`src/sv/plist_pkg.sv`:
```
// Types and codes of the positional list engine.
package plist_pkg;

  // Request modes.
  localparam logic [1:0] MODE_INSERT = 2'd0;
  localparam logic [1:0] MODE_REMOVE = 2'd1;
  localparam logic [1:0] MODE_FIND   = 2'd2;

  // Response status codes.
  localparam logic [2:0] ST_OK        = 3'd0;
  localparam logic [2:0] ST_BAD_POS   = 3'd1;
  localparam logic [2:0] ST_FULL      = 3'd2;
  localparam logic [2:0] ST_EMPTY     = 3'd3;
  localparam logic [2:0] ST_NOT_FOUND = 3'd4;

  // One request transaction.
  typedef struct packed {
    logic [1:0]         mode;
    logic [4:0]         position;
    logic signed [31:0] value;
  } req_t;

  // One response transaction.
  typedef struct packed {
    logic [2:0] status;
    logic [4:0] found_position;
    logic [4:0] entry_count;
  } rsp_t;

  // Broadcast control from the top level to every cell.
  typedef struct packed {
    logic               insert;
    logic               remove;
    logic [4:0]         position;
    logic signed [31:0] value;
  } cell_ctl_t;

endpackage

```
`src/sv/plist_cell.sv`:
```
// One storage cell of the list chain: holds one entry and shifts with its neighbors.
module plist_cell import plist_pkg::*; #(
  parameter int unsigned CellIdx = 0
) (
  input  logic               clk_i,
  input  cell_ctl_t          ctl_i,
  input  logic signed [31:0] left_i,
  input  logic signed [31:0] right_i,
  output logic signed [31:0] entry_o,
  output logic               match_o
);

  localparam logic [31:0] Idx = 32'(CellIdx);

  logic signed [31:0] entry_q, entry_d;
  logic [31:0]        pos;

  assign pos = 32'(ctl_i.position);

  // Insert loads at its own place and shifts back behind it; remove pulls from the right.
  always_comb begin
    entry_d = entry_q;
    if (ctl_i.insert) begin
      if (Idx + 32'd1 == pos) begin
        entry_d = ctl_i.value;
      end else if (Idx >= pos) begin
        entry_d = left_i;
      end
    end else if (ctl_i.remove) begin
      if (Idx + 32'd1 >= pos) begin
        entry_d = right_i;
      end
    end
  end

  // Entry storage holds data only, so it has no reset.
  always_ff @(posedge clk_i) begin
    entry_q <= entry_d;
  end

  assign entry_o = entry_q;
  assign match_o = (entry_q == ctl_i.value);

endmodule

```
`src/sv/positional_list_engine_unit.sv`:
```
// Top level of the positional list engine: a chain of entry cells plus request control.
//
//   Channel | Direction | Handshake             | Payload
//   in      | input     | in_valid_i/in_stall_o | in_req_i  (req_t)
//   out     | output    | out_valid_o/out_stall_i| out_rsp_o (rsp_t)
//
// Each request completes at once: all cells shift or compare in parallel,
// and the response lands in the output register at the accepting edge.
// Reset clears the entry count and the output valid; entry data is not reset.
// The input stalls only while a response waits in the output register and the
// output side stalls; one request per cycle is taken otherwise.
module positional_list_engine_unit import plist_pkg::*; #(
  parameter int unsigned DEPTH = 16
) (
  input  logic clk_i,
  input  logic rst_ni,
  input  logic in_valid_i,
  output logic in_stall_o,
  input  req_t in_req_i,
  output logic out_valid_o,
  input  logic out_stall_i,
  output rsp_t out_rsp_o
);

  localparam int unsigned CntW = $clog2(DEPTH + 1);
  localparam int unsigned CmpW = (CntW > 5) ? CntW + 1 : 6;

  logic [CntW-1:0]    count_q, count_d;
  logic               out_valid_q;
  rsp_t               out_rsp_q, rsp_d;
  logic               accept;
  cell_ctl_t          ctl;
  logic [CmpW-1:0]    pos_x, cnt_x;
  logic [DEPTH-1:0]   hit, first_hit;
  logic               any_hit;
  logic [4:0]         found;
  logic signed [31:0] entry_w [DEPTH];
  logic [DEPTH-1:0]   match_w;

  assign in_stall_o = out_valid_q & out_stall_i;
  assign accept     = in_valid_i & ~in_stall_o;

  assign pos_x = CmpW'(in_req_i.position);
  assign cnt_x = CmpW'(count_q);

  // Cell chain: each cell sees its left and right neighbor.
  for (genvar g = 0; g < DEPTH; g++) begin : g_cell
    logic signed [31:0] left_w, right_w;
    if (g == 0) begin : g_first
      assign left_w = ctl.value;
    end else begin : g_mid_l
      assign left_w = entry_w[g-1];
    end
    if (g == DEPTH - 1) begin : g_last
      assign right_w = entry_w[g];
    end else begin : g_mid_r
      assign right_w = entry_w[g+1];
    end
    plist_cell #(.CellIdx(g)) u_cell (
      .clk_i   (clk_i),
      .ctl_i   (ctl),
      .left_i  (left_w),
      .right_i (right_w),
      .entry_o (entry_w[g]),
      .match_o (match_w[g])
    );
    // Only live entries take part in a search.
    assign hit[g] = match_w[g] & (g < int'(count_q));
  end

  // Lowest matching cell, then its one-based position.
  assign first_hit = hit & (~hit + DEPTH'(1));
  assign any_hit   = |hit;

  always_comb begin
    found = '0;
    for (int i = 0; i < DEPTH; i++) begin
      found = found | (first_hit[i] ? 5'(i + 1) : 5'd0);
    end
  end

  // Request decode: status, cell control and next count.
  always_comb begin
    ctl          = '0;
    ctl.position = in_req_i.position;
    ctl.value    = in_req_i.value;
    count_d      = count_q;
    rsp_d        = '0;
    rsp_d.status = ST_BAD_POS;
    unique case (in_req_i.mode)
      MODE_INSERT: begin
        if (pos_x == '0 || pos_x > cnt_x + CmpW'(1)) begin
          rsp_d.status = ST_BAD_POS;
        end else if (count_q == CntW'(DEPTH)) begin
          rsp_d.status = ST_FULL;
        end else begin
          rsp_d.status = ST_OK;
          ctl.insert   = accept;
          count_d      = count_q + CntW'(1);
        end
      end
      MODE_REMOVE: begin
        if (pos_x == '0 || pos_x > cnt_x) begin
          rsp_d.status = ST_BAD_POS;
        end else begin
          rsp_d.status = ST_OK;
          ctl.remove   = accept;
          count_d      = count_q - CntW'(1);
        end
      end
      MODE_FIND: begin
        if (count_q == '0) begin
          rsp_d.status = ST_EMPTY;
        end else if (any_hit) begin
          rsp_d.status         = ST_OK;
          rsp_d.found_position = found;
        end else begin
          rsp_d.status = ST_NOT_FOUND;
        end
      end
      default: begin
        rsp_d.status = ST_BAD_POS;
      end
    endcase
    rsp_d.entry_count = 5'(count_d);
  end

  // Control registers.
  always_ff @(posedge clk_i or negedge rst_ni) begin
    if (!rst_ni) begin
      count_q     <= '0;
      out_valid_q <= 1'b0;
    end else begin
      if (accept) begin
        count_q <= count_d;
      end
      if (!in_stall_o) begin
        out_valid_q <= in_valid_i;
      end
    end
  end

  // Response payload register.
  always_ff @(posedge clk_i) begin
    if (accept) begin
      out_rsp_q <= rsp_d;
    end
  end

  assign out_valid_o = out_valid_q;
  assign out_rsp_o   = out_rsp_q;

endmodule

```
`config.mk`:
```
export PLATFORM = sky130hd
export DESIGN_NAME = positional_list_engine_unit
export DESIGN_NICKNAME = d
export VERILOG_FILES = /design/src/sv/plist_pkg.sv /design/src/sv/plist_cell.sv /design/src/sv/positional_list_engine_unit.sv
export SDC_FILE = /design/constraint.sdc
export NUM_CORES = 2
export LEC_CHECK = 0
export ABC_AREA = 0
export BUFFER_PORTS_ARGS = -buffer_cell sky130_fd_sc_hd__buf_2
export CORE_MARGIN = 2
export CORE_UTILIZATION = 60
export CTS_CLUSTER_DIAMETER = 50
export CTS_CLUSTER_SIZE = 8
export DETAILED_ROUTE_END_ITERATION = 10
export MAX_ROUTING_LAYER = met4
export PLACE_DENSITY = 0.83
export SYNTH_ARGS = -nofsm -noshare
export SYNTH_HDL_FRONTEND = slang
export SYNTH_HIERARCHICAL = 1
export SYNTH_SLANG_ARGS = --single-unit
```
`constraint.sdc`:
```
create_clock -name clk_i -period 15.9 [get_ports clk_i]
set_input_delay 0 -clock clk_i [delete_from_list [all_inputs] [get_ports clk_i]]
set_output_delay 0 -clock clk_i [all_outputs]
set_load 0.05 [all_outputs]
```
Word-level counts from Yosys, hierarchy flattened
Cells that the tools add are included.

cells by class
  eq/ne operators = 50
  bitwise gates (word level) = 38
  mux-type cells = 108
  reduce and logical (&&, ||, !) cells = 40
  div/mod/pow operators = 0
  shift-type cells = 0
  $add $sub $neg = 4
  multiply operators = 0
  $lt $le $gt $ge = 34

operators by type and width
  operator                                                                            number
  32-bit two-way mux                                                                  77
  32-bit equality test                                                                16
  3-bit by 1-bit != test with 1-bit output, second input constant                     15
  3-bit AND reduction                                                                 15
  4-bit by 5-bit equality test with 1-bit output, first input constant                8
  4-bit by 5-bit greater-or-equal comparator with 1-bit output, first input constant  8
  4-bit by 5-bit less-than comparator with 1-bit output, first input constant         8
  2-bit nonzero test                                                                  17
  4-bit two-way mux                                                                   8
  4-bit bitwise OR                                                                    7
  3-bit by 5-bit equality test with 1-bit output, first input constant                4
  3-bit by 5-bit greater-or-equal comparator with 1-bit output, first input constant  4
  3-bit by 5-bit less-than comparator with 1-bit output, first input constant         4
  5-bit two-way mux                                                                   4
  1-bit bitwise AND                                                                   18
  3-bit two-way mux                                                                   6
  16-bit by 1-bit adder with 16-bit output, second input constant                     1
  16-bit bitwise AND                                                                  1
  16-bit NOT                                                                          1
  16-bit OR reduction                                                                 1
  2-bit by 5-bit equality test with 1-bit output, first input constant                2
  1-bit by 5-bit greater-or-equal comparator with 1-bit output, first input constant  2
  2-bit by 5-bit greater-or-equal comparator with 1-bit output, first input constant  2
  1-bit by 5-bit less-than comparator with 1-bit output, first input constant         2
  28 further kinds                                                                    43

storage, ports and cells
  latch bits = 0
  memories kept = 0
  input bits = 43
  bits in read-only memories = 0
  register bits = 531
  logic and storage cells = 295
  RAM bits = 0

Logic depth before layout (Yosys ltp)
  depth in word-level cells = 21
  mapped depth = 14

By module
The synthesis kept the hierarchy.

modules (own cells, without submodules)
  module                              area an instance (sq um)  cells an instance  instances
  plist_cell (g_cell[0].u_cell ...)   1,988.2                   221                2
  plist_cell (g_cell[13].u_cell ...)  1,986.9                   222                2
  plist_cell (g_cell[1].u_cell ...)   1,986.9                   223                2
  plist_cell (g_cell[12].u_cell ...)  1,979.4                   222                2
  plist_cell (g_cell[9].u_cell)       2,084.5                   223                1
  plist_cell (g_cell[7].u_cell)       2,003.2                   222                1
  plist_cell (g_cell[10].u_cell)      2,000.7                   223                1
  plist_cell (g_cell[8].u_cell)       1,999.4                   223                1
  plist_cell (g_cell[3].u_cell)       1,998.2                   223                1
  plist_cell (g_cell[11].u_cell)      1,988.2                   224                1
  plist_cell (g_cell[4].u_cell)       1,985.7                   223                1
  plist_cell (g_cell[2].u_cell)       1,975.6                   221                1
  positional_list_engine_unit         1,795.5                   204                1

Least setup slack after synthesis
No wires, ideal clock.

  kind = flip-flop to flip-flop
  start point = register count_q[0]
  end point = register g_cell[3].u_cell.entry_q[0] (enable)
  period minus slack after synthesis = 6,594 ps
  stages on the path, launching flop included = 14
  path slack = 9,306 ps
  data arrival time = 6,089 ps
  buffers on the path = 2
  path through = dfrtp_1 > buf_2 > inv_1 > ha_1 > inv_1 > ha_1 > nor2b_1 > o21bai_1 > a31oi_1 > nor3_2 > and2_1 > clkbuf_1 > nor2_1 > nor4_1

RTL lines
  element                   RTL line                            text
  start: declaration        positional_list_engine_unit.sv:28   logic [CntW-1:0] count_q, count_d;
  start signal: assignment  positional_list_engine_unit.sv:135  count_q <= count_d;
  end signal: assignment    plist_cell.sv:38                    entry_q <= entry_d;
  end: declaration          plist_cell.sv:15                    logic signed [31:0] entry_q, entry_d;

==> impl_metrics.py <==
metrics = {
    "layout": {
        "fill_cells": 4302,
        "layout_commonest_cell": "nand2_1",
        "layout-drive-gt1-share_pct": 6.510,
        "layout_common_cells": "1,046 x nand2_1, 562 x nor2_1, 525 x edfxtp_1",
        "nets": 3783,
        "area_growth_pct": 7.719,
    },
    "critical_path": {
        "slowest_stage": "buf_4",
        "startpoint_type": "flip-flop",
        "cp-end-kind": "flip-flop",
        "cp.required_ps": 16330,
        "worst-setup-path-type": "flip-flop to flip-flop",
        "crit_fanout": 228,
        "cp.arrival_ps": 6860,
        "cp_cell_sequence": "ha_1 -> and3_1 -> xnor2_1 -> ha_1 -> nand3_1 -> o21bai_1 -> a31oi_1 -> nor3_2 -> and2_4 -> buf_12 -> buf_4 -> buf_12 -> nor2_1 -> a31oi_1",
        "cpPeakStageDelay_ps": 850,
    },
    "timing": {
        "hold_ws_ps": 119.5,
        "fin_worst_skew_ps": 21.39,
        "fin_crit_ps": 6425,
        "finalSetupViolCount": 0,
        "rsz0062_at_grt": "false",
        "drv_slew": 0,
        "tightest_slew_ps": 1348,
        "fin_ws_ps": 9475,
        "hold_viol": 0,
        "fin_setup_tns_ps": 0,
        "fmax_ghz": 0.1556,
        "period_share_pct": 40.41,
        "relSlewSlack_pct": 9.826,
    },
    "yosys": {
        "yosysSeqAreaShare_pct": 47.21,
        "synth_area_um2": 33710,
        "syn-instance-count": 3762,
        "synth_xor_area_share_pct": 13.53,
        "synth_warnings": 6,
        "yosys.area_share.simple_pct": 23.02,
        "synth-seq-cells": 531,
        "yosys-top-cells-area": "edfxtp_1 47%, xor2_1 13%, nand2_1 12%",
        "yosys.cell_types.count": 76,
        "yosysTopAreaCellShare_pct": 46.76,
        "synth_fa_ha_area_share_pct": 0.5196,
        "synth_edf_count": 525,
        "syn_nets": 3819,
        "synth.avg_cell_area_um2": 8.962,
        "synth.area.mux_share_pct": 0.02969,
        "synth_top_family_by_area": "simple AND/OR/NAND/NOR gates",
        "async_reset_ff_share_pct": 1.130,
        "synth_top_area_cell": "edfxtp_1",
        "synth_compound_area_share_pct": 11.26,
        "ys.flop_type": "edfxtp_1",
    },
    "drt": {
        "wirelength_mm": 92.70,
        "drt_iter0_markers": 3912,
        "vias": 28956,
        "vias_per_cell": 6.428,
        "drtPass1Iterations": 8,
        "wl_per_cell_um": 20.58,
        "ant_nets": 0,
        "drc_errors": 0,
    },
    "cts": {
        "clock_latency_ps": 610,
        "htreeDepth": 3,
        "clkTransAtPathRegs_ps": 50,
        "cts_tree": "built",
        "cts.sinks": 531,
        "cts_root_buf": "clkbuf_16",
        "post-cts-setup-buffers": 0,
        "cts_buffer_depth": 3,
        "numCtsBuffers": 77,
    },
    "job": {
        "maxCapViolations": 0,
    },
    "global_route": {
        "grt_max_degree": 229,
        "grt_first_pass_wirelength_mm": 145.3,
        "grt_pass1_vias": 27522,
        "grt_use_total_pct": 32.24,
        "grt-ovfl-total": 0,
        "antenna_found_initial": 12,
    },
    "power_and_ir_drop": {
        "p_sw_share_pct": 28.45,
        "switchingPower_mw": 1.100,
        "comb_power_share_pct": 16.5,
        "p_leak_nw": 13.49,
        "ir_drop_mv": 0.07000,
        "internal_power_mw": 2.766,
        "power_mw": 3.866,
        "power.density_nw_per_um2": 106.4,
        "power_frac_seq_pct": 44.2,
        "clkPwrFrac_pct": 39.3,
    },
    "floorplanning": {
        "start_util_pct": 60.96,
        "die_x_um": 241.0,
        "core_area_um2": 55310,
        "dieArea_um2": 58100,
        "ios": 58,
        "rows": 86,
        "die_height_um": 241.0,
    },
    "placed_design": {
        "place_ws_ps": 9797,
        "place_congestion": 0.9362,
        "io_buffer_count": 57,
        "hpwlAfterDp_mm": 59.81,
    },
    "outcome": {
        "status": "completed",
    },
    "min_path": {
        "hp-class": "primary input to flip-flop",
    },
}
-- kinds of logic after synthesis --
family / Yosys count
AND/OR/NAND/NOR: 1856
AO/OA/AOI/OAI: 594
XOR/XNOR: 521
flip-flops: 531
buffers and inverters: 245
multiplexers: 1
adder cells (fa/ha/maj): 14
-- power groups by stage --
| stage | logic, mW | clock network (mW) | registers [mW] |
|---|---|---|---|
| global route | 0.698 | 1.58 | 1.72 |
| finish | 0.636 | 1.52 | 1.71 |
| CTS | 0.623 | 1.53 | 1.71 |
| floorplan | 0.445 | 0 | 1.72 |
| global placement | 0.596 | 0 | 1.73 |
| detailed placement | 0.618 | 0 | 1.73 |
-- cells in the mapped netlist (15+ instances only) --
cell      count
xor2_1      512
nand2_1    1046
buf_8        15
clkbuf_1    116
nor2_1      563
a21oi_1      15
edfxtp_1    525
buf_2        38
a31oi_1     518
nand4_1      38
buf_6        37
nor4_1      130
-- critical path, delay by kind of cell, from the launching register on --
| kind | cells | cell delay (ps) |
|---|---|---|
| buf+inv | 3 | 2120 |
| simple gates | 5 | 1670 |
| compound gates | 3 | 530 |
| flops | 1 | 660 |
| fa+ha+maj | 2 | 640 |
| xor+xnor | 1 | 130 |
-- metrics by stage --
stage / cell area (µm²) / utilization, % / std cells
detailed placement: 34060 / 61.59 / 4387
global placement: 34060 / 61.59 / 4387
CTS: 36290 / 65.62 / 4496
global route: 36300 / 65.63 / 4499
floorplan: 33710 / - / 3762
finish: 36320 / 65.66 / 4505
-- final cells by class --
| cell class | instances | area [µm²] | share of cell area [%] |
|---|---|---|---|
| multi-input cells | 2986 | 16470 | 45.34 |
| flip-flops and latches | 531 | 15920 | 43.82 |
| clock buffers | 95 | 2068 | 5.695 |
| well taps | 748 | 935.9 | 2.577 |
| repair buffers | 116 | 773.2 | 2.129 |
| clock inverters | 6 | 81.33 | 0.2239 |
| inverters | 14 | 52.55 | 0.1447 |
| diodes | 9 | 22.52 | 0.06202 |
-- per-layer routing --
layer  wire (µm)  global-route usage (%)  share of wire (%)  vias to the layer above
li1            -                       -                  -                    13168
met4        2286                   10.76                2.5                        0
met3        8899                   5.044                9.6                      221
met2       44400                   51.67                 48                     1635
met1       37110                   42.04                 40                    13932
met5           0                       -                  0                        -
-- flip-flops by register name (all words and copies together) (netlist names) --
register and cells:
g_cell.u_cell/entry_o 512, out_rsp_o 13, count_q 5, out_valid_o 1
-- repair_timing --
action                    CTS  global route
hold buffers                8             0
resized for setup           0             0
hold endpoints to repair   14             0
-- path summary, 6_finish.rpt --
check / startpoint / end / slack (ps) / cells after the start
worst max-delay path: count_q[0] / g_cell[5].u_cell/entry_o[2] / 9470 / 14
min in group asynchronous: rst_ni / count_q[1] / 380 / 3
worst max register to register: count_q[0] / g_cell[5].u_cell/entry_o[2] / 9470 / 14
worst min-delay path: in_req_i[8] / g_cell[15].u_cell/entry_o[8] / 120 / 4
worst min register to register: g_cell[1].u_cell/entry_o[25] / g_cell[0].u_cell/entry_o[25] / 670 / 2
max in group asynchronous: rst_ni / out_valid_o / 15270 / 3
Note: power is estimated with default switching activity, not from simulation.
